===== src/hw/rtl/tef_pkg.sv =====
// Shared types, codes and constants for the tetrahedron elastic force block.
`timescale 1ns / 1ps
package tef_pkg;

  localparam int VALUE_BITS = 32;
  localparam int OPA_BITS   = 34;
  localparam int PROD_BITS  = OPA_BITS + VALUE_BITS;
  localparam int FORCE_BITS = 64;
  localparam int ADDR_BITS  = 4;

  typedef logic signed [VALUE_BITS-1:0] val_t;

  localparam val_t Q_ONE     = val_t'(32'sd65536);
  localparam val_t Q_NEG_ONE = val_t'(-32'sd65536);

  // configuration register indexes
  localparam logic [1:0] REG_LAMBDA = 2'd0;
  localparam logic [1:0] REG_MU     = 2'd1;
  localparam logic [1:0] REG_PHI    = 2'd2;
  localparam logic [1:0] REG_PSI    = 2'd3;

  localparam logic [1:0] LAST_SLOT = 2'd3;

  typedef enum logic [3:0] {
    PH_IDLE, PH_F, PH_FD, PH_EPS, PH_NU, PH_TR, PH_SIG,
    PH_G, PH_MAG, PH_SUM, PH_FRC, PH_EMIT
  } phase_e;

  typedef enum logic [3:0] {
    SA_BAS, SA_FA, SA_ONE, SA_NEG1, SA_LAMBDA, SA_MU2, SA_PHI, SA_PSI2,
    SA_MAG, SA_VOL
  } src_a_e;

  typedef enum logic [3:0] {
    SB_POS, SB_VEL, SB_FB, SB_FD, SB_EPS, SB_NU, SB_ETR, SB_NTR,
    SB_SIG, SB_G, SB_SUM, SB_ONE
  } src_b_e;

  // Q16: Q16.16 product, INT: whole-unit product, FRC: halved and negated force
  typedef enum logic [1:0] {MODE_Q16, MODE_INT, MODE_FRC} mode_e;

  typedef enum logic [3:0] {
    DST_F, DST_FD, DST_EPS, DST_NU, DST_ETR, DST_NTR, DST_SIG,
    DST_G, DST_MAG, DST_SUM, DST_FRES
  } dst_e;

  typedef struct packed {
    logic       valid;
    src_a_e     a_sel;
    logic [1:0] a_row;
    logic [1:0] a_col;
    src_b_e     b_sel;
    logic [1:0] b_row;
    logic [1:0] b_col;
    mode_e      mode;
    logic       first;
    logic       last;
    dst_e       dst;
    logic [1:0] d_row;
    logic [1:0] d_col;
  } op_t;

  typedef struct packed {
    logic                  valid;
    dst_e                  dst;
    logic [1:0]            d_row;
    logic [1:0]            d_col;
    logic [FORCE_BITS-1:0] value;
  } wr_t;

endpackage


===== src/hw/rtl/tef_mac.sv =====
// Shared multiply, round, saturate and accumulate unit with a product register.
`timescale 1ns / 1ps
module tef_mac import tef_pkg::*; (
  input  logic                       clk_i,
  input  logic                       rst_ni,
  input  op_t                        op_i,
  input  logic signed [OPA_BITS-1:0] a_i,
  input  val_t                       b_i,
  output wr_t                        wr_o
);

  logic                         p_vld_q;
  logic signed [PROD_BITS-1:0]  prod_q;
  mode_e                        mode_q;
  logic                         first_q, last_q;
  dst_e                         dst_q;
  logic [1:0]                   row_q, col_q;
  val_t                         acc_q;

  logic                         neg;
  logic [PROD_BITS-1:0]         pmag, rnd, msat;
  logic [FORCE_BITS-1:0]        lim, res64;
  val_t                         left, res_v, sum_v;
  logic signed [VALUE_BITS:0]   s_wide;

  always_ff @(posedge clk_i or negedge rst_ni) begin
    if (!rst_ni) begin
      p_vld_q <= 1'b0;
    end else begin
      p_vld_q <= op_i.valid;
    end
  end

  always_ff @(posedge clk_i) begin
    prod_q  <= PROD_BITS'(a_i * $signed({{(OPA_BITS-VALUE_BITS){b_i[VALUE_BITS-1]}}, b_i}));
    mode_q  <= op_i.mode;
    first_q <= op_i.first;
    last_q  <= op_i.last;
    dst_q   <= op_i.dst;
    row_q   <= op_i.d_row;
    col_q   <= op_i.d_col;
    if (p_vld_q) begin
      acc_q <= sum_v;
    end
  end

  // sign-magnitude rounding: magnitude rounded half away from zero
  always_comb begin
    neg  = prod_q[PROD_BITS-1] ^ (mode_q == MODE_FRC);
    pmag = prod_q[PROD_BITS-1] ? PROD_BITS'(-prod_q) : PROD_BITS'(prod_q);
    case (mode_q)
      MODE_Q16: rnd = (pmag + PROD_BITS'(32768)) >> 16;
      MODE_INT: rnd = pmag;
      MODE_FRC: rnd = (pmag + PROD_BITS'(1)) >> 1;
      default:  rnd = pmag;
    endcase
    if (mode_q == MODE_FRC) begin
      lim = {1'b0, {(FORCE_BITS-1){1'b1}}} + FORCE_BITS'(neg);
    end else begin
      lim = FORCE_BITS'({1'b0, {(VALUE_BITS-1){1'b1}}}) + FORCE_BITS'(neg);
    end
    msat  = (rnd > PROD_BITS'(lim)) ? PROD_BITS'(lim) : rnd;
    res64 = neg ? FORCE_BITS'(-msat[FORCE_BITS-1:0]) : msat[FORCE_BITS-1:0];
    res_v = val_t'(res64[VALUE_BITS-1:0]);
    left  = first_q ? '0 : acc_q;
    s_wide = {left[VALUE_BITS-1], left} + {res_v[VALUE_BITS-1], res_v};
    if (s_wide[VALUE_BITS] != s_wide[VALUE_BITS-1]) begin
      sum_v = s_wide[VALUE_BITS] ? {1'b1, {(VALUE_BITS-1){1'b0}}}
                                 : {1'b0, {(VALUE_BITS-1){1'b1}}};
    end else begin
      sum_v = s_wide[VALUE_BITS-1:0];
    end
  end

  always_comb begin
    wr_o.valid = p_vld_q && last_q;
    wr_o.dst   = dst_q;
    wr_o.d_row = row_q;
    wr_o.d_col = col_q;
    if (mode_q == MODE_FRC) begin
      wr_o.value = res64;
    end else begin
      wr_o.value = {{(FORCE_BITS-VALUE_BITS){sum_v[VALUE_BITS-1]}}, sum_v};
    end
  end

endmodule


===== config.mk =====
export PLATFORM = sky130hd
export DESIGN_NAME = tef_mac
export DESIGN_NICKNAME = d
export VERILOG_FILES = /design/src/hw/rtl/tef_pkg.sv /design/src/hw/rtl/tef_mac.sv
export SDC_FILE = /design/constraint.sdc
export NUM_CORES = 2
export LEC_CHECK = 0
export ABC_AREA = 1
export BUFFER_PORTS_ARGS = -buffer_cell sky130_fd_sc_hd__buf_2
export CAP_MARGIN = 0
export CORE_MARGIN = 5
export CORE_UTILIZATION = 40
export CTS_BUF_LIST = sky130_fd_sc_hd__clkbuf_4
export DETAILED_ROUTE_END_ITERATION = 12
export SLEW_MARGIN = 10
export SYNTH_ARGS = -nofsm -noshare
export SYNTH_HDL_FRONTEND = slang
export SYNTH_SLANG_ARGS = --single-unit

===== constraint.sdc =====
create_clock -name clk_i -period 10.6 [get_ports clk_i]
set_input_delay 1.06 -clock clk_i [delete_from_list [all_inputs] [get_ports clk_i]]
set_output_delay 1.06 -clock clk_i [all_outputs]
set_load 0.005 [all_outputs]

==> flow_summary.toml <==
[route]
vias = 49460
drt-initial-drc-count = 3509
drtPass1Iterations = 5
drc_errors = 0
wirelength_um = 181900
wl_per_cell_um = 18.58
via_per_inst = 5.053
antenna_left = 0

[logic_synthesis]
synthDistinctLibCells = 56
synth.largest_area_cell = "fa_1"
yosys_register_bits = 111
synth_ff_type = "dfxtp_1"
ys_seq_area_frac = 0.04603
syn_nets = 9257
synth_enable_flop_cells = 32
synth_cells = 7727
synth_top_family_by_area = "adder cells"
muxShareOfSynthArea = 0
syn-cell-area_um2 = 55350
synthSimpleGateAreaFrac = 0.2490
synth_top_area_frac = 0.4134
synth_adder_area_share = 0.4790
synth_xor_area_frac = 0.02166
ys_warn_count = 0
ys_top_cells_by_area = "fa_1, nand2_1, inv_1"
async_reset_ff_frac = 0.009009
synth-compound-area-share = 0.04955
syn_avg_cell_area_um2 = 7.163

[floorplanning]
die-width_um = 382.0
io_pins = 170
die-area_um2 = 145900
rows = 136
core_area_um2 = 137500
die_y_um = 382.0
start_util = 0.4026

[cts]
numCtsBuffers = 9
cts.sinks = 111
ctsHtreeMaxLevel = 3
clk_pin_slew_worst_paths_ns = 0.25
clkLatencyLatePin_ns = 0.65
cts-root-buf = "clkbuf_4"
cts_tree = "done"
clockBufferDepth = 2

[timing]
tns_ns = 0
setup_ws_ns = 0.5961
post-route-min-period_ns = 10.00
hold_viol = 0
tightest_slew_ns = 1.076
setup_viol_count_final = 0
max-slew-margin-rel = 0.2819
slew_viol_final = 0
fin_crit_sh = 0.9438
finClkSkew_ns = 0.06846
max_freq_ghz = 0.09996

[grt]
grt_max_degree = 74
grt_pass1_vias = 51820
grt_pass1_wl_um = 289500
antenna_found_initial = 12
grt-ovfl-total = 0
grtUsageTotal = 0.2508

[final_layout]
design_area_um2 = 61840
regArea_um2 = 2576
drive_above_1_share = 0.1341
syn2layout_area_growth_pct = 11.72
multi_input_area_um2 = 45610
fillCellCount = 14140
fin_nets = 9514
final_util = 0.4497

[critical_path]
cp_common_cell = "nand2_1"
worstSetupStartpointType = "flop"
max_stage_delay_ns = 0.41
cp.arrival_ns = 8.94
path_class = "flop to output port"
worstPathRequired_ns = 9.54
worst-path-max-fanout = 19
slowest_stage = "dfxtp_1"
end_kind = "output port"

[placement]
io_buffer_count = 153
pre_cts_ws_ns = 0.09758
gp_congestion = 0.9596
dpl_cell_area_um2 = 59720
hpwl_um = 153300

[job]
cap_violations = 0

[hold_path]
hold_path.class = "primary input to asynchronous set/reset pin"

[status]
status = "complete, no violations"
[per-stage QoR]
step,hold WS [ns],cells
floorplan,0.7307,7727
global placement,0.7588,9708
detailed placement,0.7928,9708
CTS,0.05207,9736
global route,0.06199,9785
finish,0.1198,9788
[final timing paths]
check | start | to | slack (ns) | depth (start not counted)
max in group asynchronous | rst_ni | p_vld_q$_DFF_PN0_ | 10.40 | 1
setup / recovery | prod_q[12]$_DFF_P_ | wr_o[1] | 0.60 | 61
hold / removal | rst_ni | p_vld_q$_DFF_PN0_ | 0.12 | 1
min in group clk_i | op_i[9] | first_q$_DFF_P_ | 0.49 | 1
hold reg to reg | acc_q[0]$_DFFE_PP_ | acc_q[0]$_DFFE_PP_ | 0.83 | 5
setup reg to reg | prod_q[12]$_DFF_P_ | acc_q[6]$_DFFE_PP_ | 2.26 | 62
[per-layer routing]
metal / GRT usage / part of all wire / vias to the layer above / wire [um]
met5: 0 / 0.00015 / - / 27
li1: - / - / 22990 / -
met1: 0.3269 / 0.42 / 24570 / 75860
met3: 0.03282 / 0.063 / 302 / 11400
met2: 0.4357 / 0.48 / 1589 / 87940
met4: 0.07593 / 0.037 / 4 / 6676
[flip-flops by register name, indices dropped and copies added (netlist names)]
signal   cells
prod_q      66
acc_q       32
dst_q        4
col_q        2
mode_q       2
row_q        2
first_q      1
last_q       1
p_vld_q      1
[cells in the final DEF (no fill, tap or decap), types with 27 or more instances in the layout]
| cell type | netlist | layout |
|---|---|---|
| a21oi_1 | 190 | 181 |
| buf_2 | 18 | 153 |
| buf_4 | 2 | 378 |
| dfxtp_1 | 78 | 61 |
| edfxtp_1 | 32 | 32 |
| fa_1 | 1143 | 1142 |
| ha_1 | 290 | 278 |
| inv_1 | 1927 | 1916 |
| nand2_1 | 2195 | 2113 |
| nand2_2 | 58 | 116 |
| nand2_4 | 6 | 30 |
| nand3_1 | 340 | 313 |
| nand3b_1 | 27 | 27 |
| nand4_1 | 65 | 65 |
| nor2_1 | 466 | 376 |
| nor2_2 | 46 | 92 |
| nor2_4 | 17 | 62 |
| o21ai_0 | 185 | 122 |
| o21ai_1 | 31 | 62 |
| o21ai_2 | 7 | 36 |
| or2_2 | 35 | 35 |
| xnor2_1 | 48 | 46 |
| xor2_1 | 87 | 84 |
[cells by family after synthesis]
| group | after synthesis |
|---|---|
| AND/OR/NAND/NOR | 3301 |
| buffers and inverters | 2251 |
| XOR/XNOR | 136 |
| adder cells (fa/ha/maj) | 1433 |
| flip-flops | 111 |
| AO/OA/AOI/OAI | 495 |
[area by class of cell]
| class | count | share of cell area |
|---|---|---|
| Antenna cell | 5 | 0.0002023 |
| Clock buffer | 10 | 0.001214 |
| Clock inverter | 6 | 0.001093 |
| Inverter | 1945 | 0.1181 |
| Multi-Input combinational cell | 5366 | 0.7376 |
| Sequential cell | 111 | 0.04166 |
| Tap cell | 1794 | 0.03630 |
| Timing Repair Buffer | 551 | 0.06382 |
[critical path: cells and delay by family (launching register included)]
kind | cells | cell delay, ns
XOR/XNOR | 2 | 0.24
AO/OA/AOI/OAI | 9 | 1.59
buffers and inverters | 9 | 1.25
AND/OR/NAND/NOR | 39 | 4.07
adder cells (fa/ha/maj) | 2 | 0.75
flip-flops | 1 | 0.41
[synth_stat cells, drive strengths merged, types with 15 or more instances]
| library cell | instances |
|---|---|
| nand3b | 27 |
| or2 | 37 |
| nand3 | 349 |
| nand4 | 65 |
| clkbuf | 264 |
| ha | 290 |
| xor2 | 88 |
| nand2 | 2259 |
| edfxtp | 32 |
| inv | 1943 |
| a21boi | 15 |
| fa | 1143 |
| nor3 | 20 |
| buf | 42 |
| dfxtp | 78 |
| o21ai | 226 |
| nor2 | 532 |
| xnor2 | 48 |
| a21oi | 190 |
[timing repair]
action,CTS,global route
gates cloned,0,2
hold buffers,0,0
resized for setup,102,359
setup endpoints to repair,64,64
setup buffers,12,45
pin swaps,16,66
endpoints found under the hold margin,0,0
Power is not shown: default switching activity piles up to over one toggle a cycle in this logic, so the estimate is an artifact.
