===== src/hw/rtl/tef_pkg.sv =====
// Shared types, codes and constants for the tetrahedron elastic force block.
`timescale 1ns / 1ps
package tef_pkg;

  localparam int VALUE_BITS = 32;
  localparam int OPA_BITS   = 34;
  localparam int PROD_BITS  = OPA_BITS + VALUE_BITS;
  localparam int FORCE_BITS = 64;
  localparam int ADDR_BITS  = 4;

  typedef logic signed [VALUE_BITS-1:0] val_t;

  localparam val_t Q_ONE     = val_t'(32'sd65536);
  localparam val_t Q_NEG_ONE = val_t'(-32'sd65536);

  // configuration register indexes
  localparam logic [1:0] REG_LAMBDA = 2'd0;
  localparam logic [1:0] REG_MU     = 2'd1;
  localparam logic [1:0] REG_PHI    = 2'd2;
  localparam logic [1:0] REG_PSI    = 2'd3;

  localparam logic [1:0] LAST_SLOT = 2'd3;

  typedef enum logic [3:0] {
    PH_IDLE, PH_F, PH_FD, PH_EPS, PH_NU, PH_TR, PH_SIG,
    PH_G, PH_MAG, PH_SUM, PH_FRC, PH_EMIT
  } phase_e;

  typedef enum logic [3:0] {
    SA_BAS, SA_FA, SA_ONE, SA_NEG1, SA_LAMBDA, SA_MU2, SA_PHI, SA_PSI2,
    SA_MAG, SA_VOL
  } src_a_e;

  typedef enum logic [3:0] {
    SB_POS, SB_VEL, SB_FB, SB_FD, SB_EPS, SB_NU, SB_ETR, SB_NTR,
    SB_SIG, SB_G, SB_SUM, SB_ONE
  } src_b_e;

  // Q16: Q16.16 product, INT: whole-unit product, FRC: halved and negated force
  typedef enum logic [1:0] {MODE_Q16, MODE_INT, MODE_FRC} mode_e;

  typedef enum logic [3:0] {
    DST_F, DST_FD, DST_EPS, DST_NU, DST_ETR, DST_NTR, DST_SIG,
    DST_G, DST_MAG, DST_SUM, DST_FRES
  } dst_e;

  typedef struct packed {
    logic       valid;
    src_a_e     a_sel;
    logic [1:0] a_row;
    logic [1:0] a_col;
    src_b_e     b_sel;
    logic [1:0] b_row;
    logic [1:0] b_col;
    mode_e      mode;
    logic       first;
    logic       last;
    dst_e       dst;
    logic [1:0] d_row;
    logic [1:0] d_col;
  } op_t;

  typedef struct packed {
    logic                  valid;
    dst_e                  dst;
    logic [1:0]            d_row;
    logic [1:0]            d_col;
    logic [FORCE_BITS-1:0] value;
  } wr_t;

endpackage


===== src/hw/rtl/tef_seq.sv =====
// Sequencer issuing one MAC op per cycle except in bubbles and emit.
`timescale 1ns / 1ps
module tef_seq import tef_pkg::*; (
  input  logic       clk_i,
  input  logic       rst_ni,
  input  logic       start_i,
  input  logic       emit_ok_i,
  output op_t        op_o,
  output logic       busy_o,
  output logic       emit_o,
  output logic [1:0] node_o
);

  phase_e     phase_q, phase_d;
  logic       bub_q, bub_d;
  logic [1:0] ga_q, ga_d, gb_q, gb_d, node_q, node_d;
  logic [2:0] tm_q, tm_d;

  always_ff @(posedge clk_i or negedge rst_ni) begin
    if (!rst_ni) begin
      phase_q <= PH_IDLE;
      bub_q   <= 1'b0;
      ga_q    <= '0;
      gb_q    <= '0;
      tm_q    <= '0;
      node_q  <= '0;
    end else begin
      phase_q <= phase_d;
      bub_q   <= bub_d;
      ga_q    <= ga_d;
      gb_q    <= gb_d;
      tm_q    <= tm_d;
      node_q  <= node_d;
    end
  end

  always_comb begin
    logic       diag, comp;
    logic [1:0] ga_max, gb_max;
    logic [2:0] tm_max, tm3;
    phase_e     nxt;

    diag   = (ga_q == gb_q);
    tm3    = tm_q - 3'd3;
    ga_max = 2'd2;
    gb_max = 2'd0;
    tm_max = 3'd0;
    nxt    = PH_IDLE;
    comp   = 1'b1;
    op_o   = '0;
    op_o.mode  = MODE_Q16;
    op_o.d_row = ga_q;
    op_o.d_col = gb_q;

    case (phase_q)
      PH_F, PH_FD: begin
        gb_max = 2'd2; tm_max = 3'd3;
        nxt = (phase_q == PH_F) ? PH_FD : PH_EPS;
        op_o.a_sel = SA_BAS; op_o.a_row = tm_q[1:0]; op_o.a_col = gb_q;
        op_o.b_sel = (phase_q == PH_F) ? SB_POS : SB_VEL;
        op_o.b_row = tm_q[1:0]; op_o.b_col = ga_q;
        op_o.dst   = (phase_q == PH_F) ? DST_F : DST_FD;
      end
      PH_EPS: begin
        gb_max = 2'd2; tm_max = diag ? 3'd3 : 3'd2; nxt = PH_NU;
        op_o.dst = DST_EPS;
        if (tm_q < 3'd3) begin
          op_o.a_sel = SA_FA; op_o.a_row = tm_q[1:0]; op_o.a_col = ga_q;
          op_o.b_sel = SB_FB; op_o.b_row = tm_q[1:0]; op_o.b_col = gb_q;
        end else begin
          // subtract the identity on the diagonal
          op_o.a_sel = SA_NEG1; op_o.b_sel = SB_ONE;
        end
      end
      PH_NU: begin
        gb_max = 2'd2; tm_max = 3'd5; nxt = PH_TR;
        op_o.dst = DST_NU; op_o.a_sel = SA_FA; op_o.b_sel = SB_FD;
        if (tm_q < 3'd3) begin
          op_o.a_row = tm_q[1:0]; op_o.a_col = ga_q;
          op_o.b_row = tm_q[1:0]; op_o.b_col = gb_q;
        end else begin
          op_o.a_row = tm3[1:0]; op_o.a_col = gb_q;
          op_o.b_row = tm3[1:0]; op_o.b_col = ga_q;
        end
      end
      PH_TR: begin
        ga_max = 2'd1; tm_max = 3'd2; nxt = PH_SIG;
        op_o.a_sel = SA_ONE;
        op_o.b_sel = (ga_q == 2'd0) ? SB_EPS : SB_NU;
        op_o.b_row = tm_q[1:0]; op_o.b_col = tm_q[1:0];
        op_o.dst   = (ga_q == 2'd0) ? DST_ETR : DST_NTR;
      end
      PH_SIG: begin
        gb_max = 2'd2; tm_max = diag ? 3'd3 : 3'd1; nxt = PH_G;
        op_o.mode = MODE_INT; op_o.dst = DST_SIG;
        op_o.b_row = ga_q; op_o.b_col = gb_q;
        case ({diag, tm_q[1:0]})
          3'b100:  begin op_o.a_sel = SA_LAMBDA; op_o.b_sel = SB_ETR; end
          3'b101:  begin op_o.a_sel = SA_MU2;    op_o.b_sel = SB_EPS; end
          3'b110:  begin op_o.a_sel = SA_PHI;    op_o.b_sel = SB_NTR; end
          3'b111:  begin op_o.a_sel = SA_PSI2;   op_o.b_sel = SB_NU;  end
          3'b000:  begin op_o.a_sel = SA_MU2;    op_o.b_sel = SB_EPS; end
          default: begin op_o.a_sel = SA_PSI2;   op_o.b_sel = SB_NU;  end
        endcase
      end
      PH_G: begin
        tm_max = 3'd2; nxt = PH_MAG;
        op_o.a_sel = SA_BAS; op_o.a_row = node_q; op_o.a_col = tm_q[1:0];
        op_o.b_sel = SB_SIG; op_o.b_row = tm_q[1:0]; op_o.b_col = ga_q;
        op_o.dst = DST_G;
      end
      PH_MAG: begin
        ga_max = 2'd3; tm_max = 3'd2; nxt = PH_SUM;
        op_o.a_sel = SA_BAS; op_o.a_row = ga_q; op_o.a_col = tm_q[1:0];
        op_o.b_sel = SB_G; op_o.b_row = tm_q[1:0];
        op_o.dst = DST_MAG;
      end
      PH_SUM: begin
        tm_max = 3'd3; nxt = PH_FRC;
        op_o.a_sel = SA_MAG; op_o.a_row = tm_q[1:0];
        op_o.b_sel = SB_POS; op_o.b_row = tm_q[1:0]; op_o.b_col = ga_q;
        op_o.dst = DST_SUM;
      end
      PH_FRC: begin
        nxt = PH_EMIT; op_o.mode = MODE_FRC;
        op_o.a_sel = SA_VOL; op_o.b_sel = SB_SUM; op_o.b_row = ga_q;
        op_o.dst = DST_FRES;
      end
      default: comp = 1'b0;
    endcase

    op_o.valid = comp && !bub_q;
    op_o.first = (tm_q == 3'd0);
    op_o.last  = (tm_q == tm_max);

    phase_d = phase_q;
    bub_d   = 1'b0;
    ga_d    = ga_q;
    gb_d    = gb_q;
    tm_d    = tm_q;
    node_d  = node_q;
    emit_o  = 1'b0;
    busy_o  = (phase_q != PH_IDLE);

    if (op_o.valid) begin
      if (op_o.last) begin
        tm_d = '0;
        if (gb_q == gb_max) begin
          gb_d = '0;
          ga_d = ga_q + 2'd1;
        end else begin
          gb_d = gb_q + 2'd1;
        end
        // insert a bubble so the next phase reads the written result
        if (ga_q == ga_max && gb_q == gb_max) begin
          ga_d    = '0;
          phase_d = nxt;
          bub_d   = 1'b1;
        end
      end else begin
        tm_d = tm_q + 3'd1;
      end
    end

    case (phase_q)
      PH_IDLE: begin
        if (start_i) begin
          phase_d = PH_F;
          node_d  = '0;
          ga_d    = '0;
          gb_d    = '0;
          tm_d    = '0;
        end
      end
      PH_EMIT: begin
        // wait for the last force component to be written back
        if (emit_ok_i && !bub_q) begin
          emit_o = 1'b1;
          if (node_q == LAST_SLOT) begin
            phase_d = PH_IDLE;
          end else begin
            node_d  = node_q + 2'd1;
            phase_d = PH_G;
          end
        end
      end
      default: ;
    endcase
  end

  assign node_o = node_q;

endmodule

===== config.mk =====
export PLATFORM = sky130hd
export DESIGN_NAME = tef_seq
export DESIGN_NICKNAME = d
export VERILOG_FILES = /design/src/hw/rtl/tef_pkg.sv /design/src/hw/rtl/tef_seq.sv
export SDC_FILE = /design/constraint.sdc
export NUM_CORES = 1
export LEC_CHECK = 0
export BUFFER_PORTS_ARGS = -buffer_cell sky130_fd_sc_hd__buf_2
export CAP_MARGIN = 20
export CORE_MARGIN = 8
export CORE_UTILIZATION = 59
export DETAILED_ROUTE_END_ITERATION = 6
export PLACE_DENSITY_LB_ADDON = 0.1
export SYNTH_ARGS = -nofsm -noshare
export SYNTH_HDL_FRONTEND = slang
export SYNTH_SLANG_ARGS = --single-unit

===== constraint.sdc =====
create_clock -name clk_i -period 4.93 [get_ports clk_i]
set_input_delay 0.986 -clock clk_i [delete_from_list [all_inputs] [get_ports clk_i]]
set_output_delay 0.986 -clock clk_i [all_outputs]
set_load 0.03 [all_outputs]

==> flow_metrics.tcl <==
set metrics [dict create \
    outcome "finished clean" \
    area_growth_pct 9.224 \
    max-cap-violations 0 \
    cts-root-buf "clkbuf_4" \
    ys_ff_latch 14 \
    grt_max_degree 38 \
    io_pins 37 \
    drt_wl_total_um 4613 \
    postPlaceCellArea_um2 1755 \
    port-buffer-count 36 \
    ys_warn_count 0 \
    cts.repair.resized 0 \
    max_freq_mhz 261.6 \
    synth_async_sr_flop_share 1.000 \
    drive_gt1_frac 0.1741 \
    post_cts_buffers 0 \
    syn_nets 238 \
    clkTransAtPathRegs_ps 70 \
    cts_num_sinks 14 \
    grt_pass1_wl_um 7686 \
    rows 19 \
    grt.overflow.total 0 \
    clk_latency_ps 280 \
    synth_cell_types 53 \
    dr_total_vias 1755 \
    cts_buffers 3 \
    num_antenna_cells 0 \
    instances_no_fill 278 \
    num-nets-final 260 \
    hp-class "flip-flop to flip-flop" \
    cp-start-kind "flip-flop" \
    drtIter0Drc 288 \
    hold_viol 0 \
    gp_routability_congestion 0.8953 \
    crit_arrival_ps 2840 \
    synth_area_um2 1628 \
    worstSetupPathType "flip-flop to primary output" \
    syn_inst 227 \
    period_needed_ps 3822 \
    setup_viol 0 \
    fin_setup_tns_ps 0 \
    worst_pin_slew_ps 1043 \
    synth_edf_count 0 \
    post-route-drc-count 0 \
    ys_seq_area_frac 0.2152 \
    start_util 0.6060 \
    htreeDepth 1 \
    fin_crit_sh 0.7752 \
    fp.dieW_um 68.53 \
    rsz0062_at_grt "false" \
    drv_slew 0 \
    synth_ff_type "dfrtp_1" \
    cts_tree "built" \
    r2r_setup_slack_ps 1920 \
    antenna_left 0 \
    clock_skew_ps 10.70 \
    cp_max_fo 37 \
    drt_pass1_iterations 5 \
    slew_headroom 0.3044 \
    nFillCells 264 \
    fin_area_um2 1778 \
    first_global_vias 1538 \
    avgSynthCellArea_um2 7.171 \
    wire_per_inst_um 16.59 \
    antenna_found_initial 0 \
    grt_usage 0.2069 \
    holdBufCountCts 0 \
    dp_hpwl_um 3407 \
    die_h_um 68.53 \
    post-place-cells 275 \
    crit_required_ps 3940 \
    avgViaCountPerCell 6.313 \
    core_area_um2 2686 \
    clockBufferDepth 2 \
    design.die.area_um2 4696 \
    end_kind "primary output" \
    final_core_util 0.6619 \
]
logic make-up (layout without fill, tap and decap cells):
kind of cell / count (synthesis) / after routing / share of synthesized area
simple gates: 84 / 84 / 0.2575
compound gates: 75 / 75 / 0.3136
fa+ha+maj: 7 / 7 / 0.05380
buf+inv: 36 / 56 / 0.09531
flops: 14 / 14 / 0.2152
xor+xnor: 5 / 5 / 0.02690
mux: 6 / 6 / 0.03766
cells in the final DEF (no fill, tap or decap), types with 2 or more instances in the layout:
cell type	synthesis	routed
buf_2	7	36
nand2_1	25	25
nor2_1	22	22
a21oi_1	19	19
inv_1	17	17
o21ai_0	15	15
dfrtp_1	14	14
o211ai_1	7	7
ha_1	7	7
nand2b_1	5	5
or3_1	5	5
mux2i_1	5	5
xnor2_1	4	4
a211o_1	4	4
nor2b_1	4	4
nand3_1	4	4
a222oi_1	4	4
or2_2	3	3
o22ai_1	3	3
nor3_1	3	3
clkbuf_4	0	3
a311o_1	2	2
nor4_1	2	2
o32ai_1	2	2
a211oi_1	2	2
nor4bb_1	2	2
or4_1	2	2
o31ai_1	2	2
a32oi_1	2	2
o2bb2ai_1	2	2
state kept, by name (all words and copies together) (netlist names):
register / count
node_o: 2
bub_q: 1
tm_q: 3
ga_q: 2
gb_q: 2
phase_q: 4
critical path, stage by stage (launching register included):
cell and delay (ps):
dfrtp_1 1030, nand2b_1 350, o22ai_1 400, a211oi_1 90, o211ai_1 410, nor2_1 80, buf_2 200
worst paths after layout:
| kind | from | end | depth (start not counted) |
|---|---|---|---|
| worst max-delay path | phase_q[0] | op_o[8] | 6 |
| worst min-delay path | node_o[0] | node_o[0] | 1 |
| min in group asynchronous | rst_ni | ga_q[0] | 1 |
| worst min register to register | node_o[0] | node_o[0] | 1 |
| worst max register to register | phase_q[0] | ga_q[1] | 6 |
| max in group asynchronous | rst_ni | phase_q[2] | 1 |
area by class of cell:
cell class              count  area (µm²)  share of cell area
repair buffers             36       180.2              0.1013
multi-input cells         177        1122              0.6312
flip-flops and latches     14       350.3              0.1970
well taps                  31       38.79             0.02182
inverters                  17       63.81             0.03589
clock buffers               3       22.52             0.01267
cells in the mapped netlist, types with 2 or more instances:
cell type  number  area share
o31ai_1         2      0.0092
ha_1            7       0.054
nor2_1         22       0.051
inv_1          17       0.039
o21ai_0        15       0.046
nand2b_1        5       0.019
nor3_1          3      0.0092
o211ai_1        7       0.032
nand3_1         4       0.012
or3_1           5       0.019
o32ai_1         2       0.011
a21oi_1        19       0.058
a211oi_1        2      0.0092
nor4_1          2      0.0077
or4_1           2      0.0092
dfrtp_1        14        0.22
a32oi_1         2       0.011
clkbuf_1        8       0.018
or2_2           3       0.012
buf_2           7       0.022
nor4bb_1        2       0.012
o22ai_1         3       0.012
a222oi_1        4       0.025
o2bb2ai_1       2       0.011
nor2b_1         4       0.015
buf_1           2      0.0046
nand2_1        25       0.058
a211o_1         4       0.022
mux2i_1         5       0.031
a311o_1         2       0.012
xnor2_1         4       0.022
stage by stage:
step / hold slack, ps / setup WS, ps
final: 554.4 / 1108
after global routing: 579.3 / 858.2
after detailed placement: 534.8 / 1481
after global placement: 533.5 / 1577
after CTS: 546.0 / 1171
after floorplan: 615.7 / 1707
routing by layer:
metal  wire length, µm  vias to the layer above  GRT usage
li1                  -                      866          -
met1              1998                      786     0.2891
met2              2108                      100     0.3240
met3               498                        3    0.05170
met4                 8                        0    0.02046
met5                 0                        -          0
Power is not shown: default switching activity piles up to over one toggle a cycle in this logic, so the estimate is an artifact.
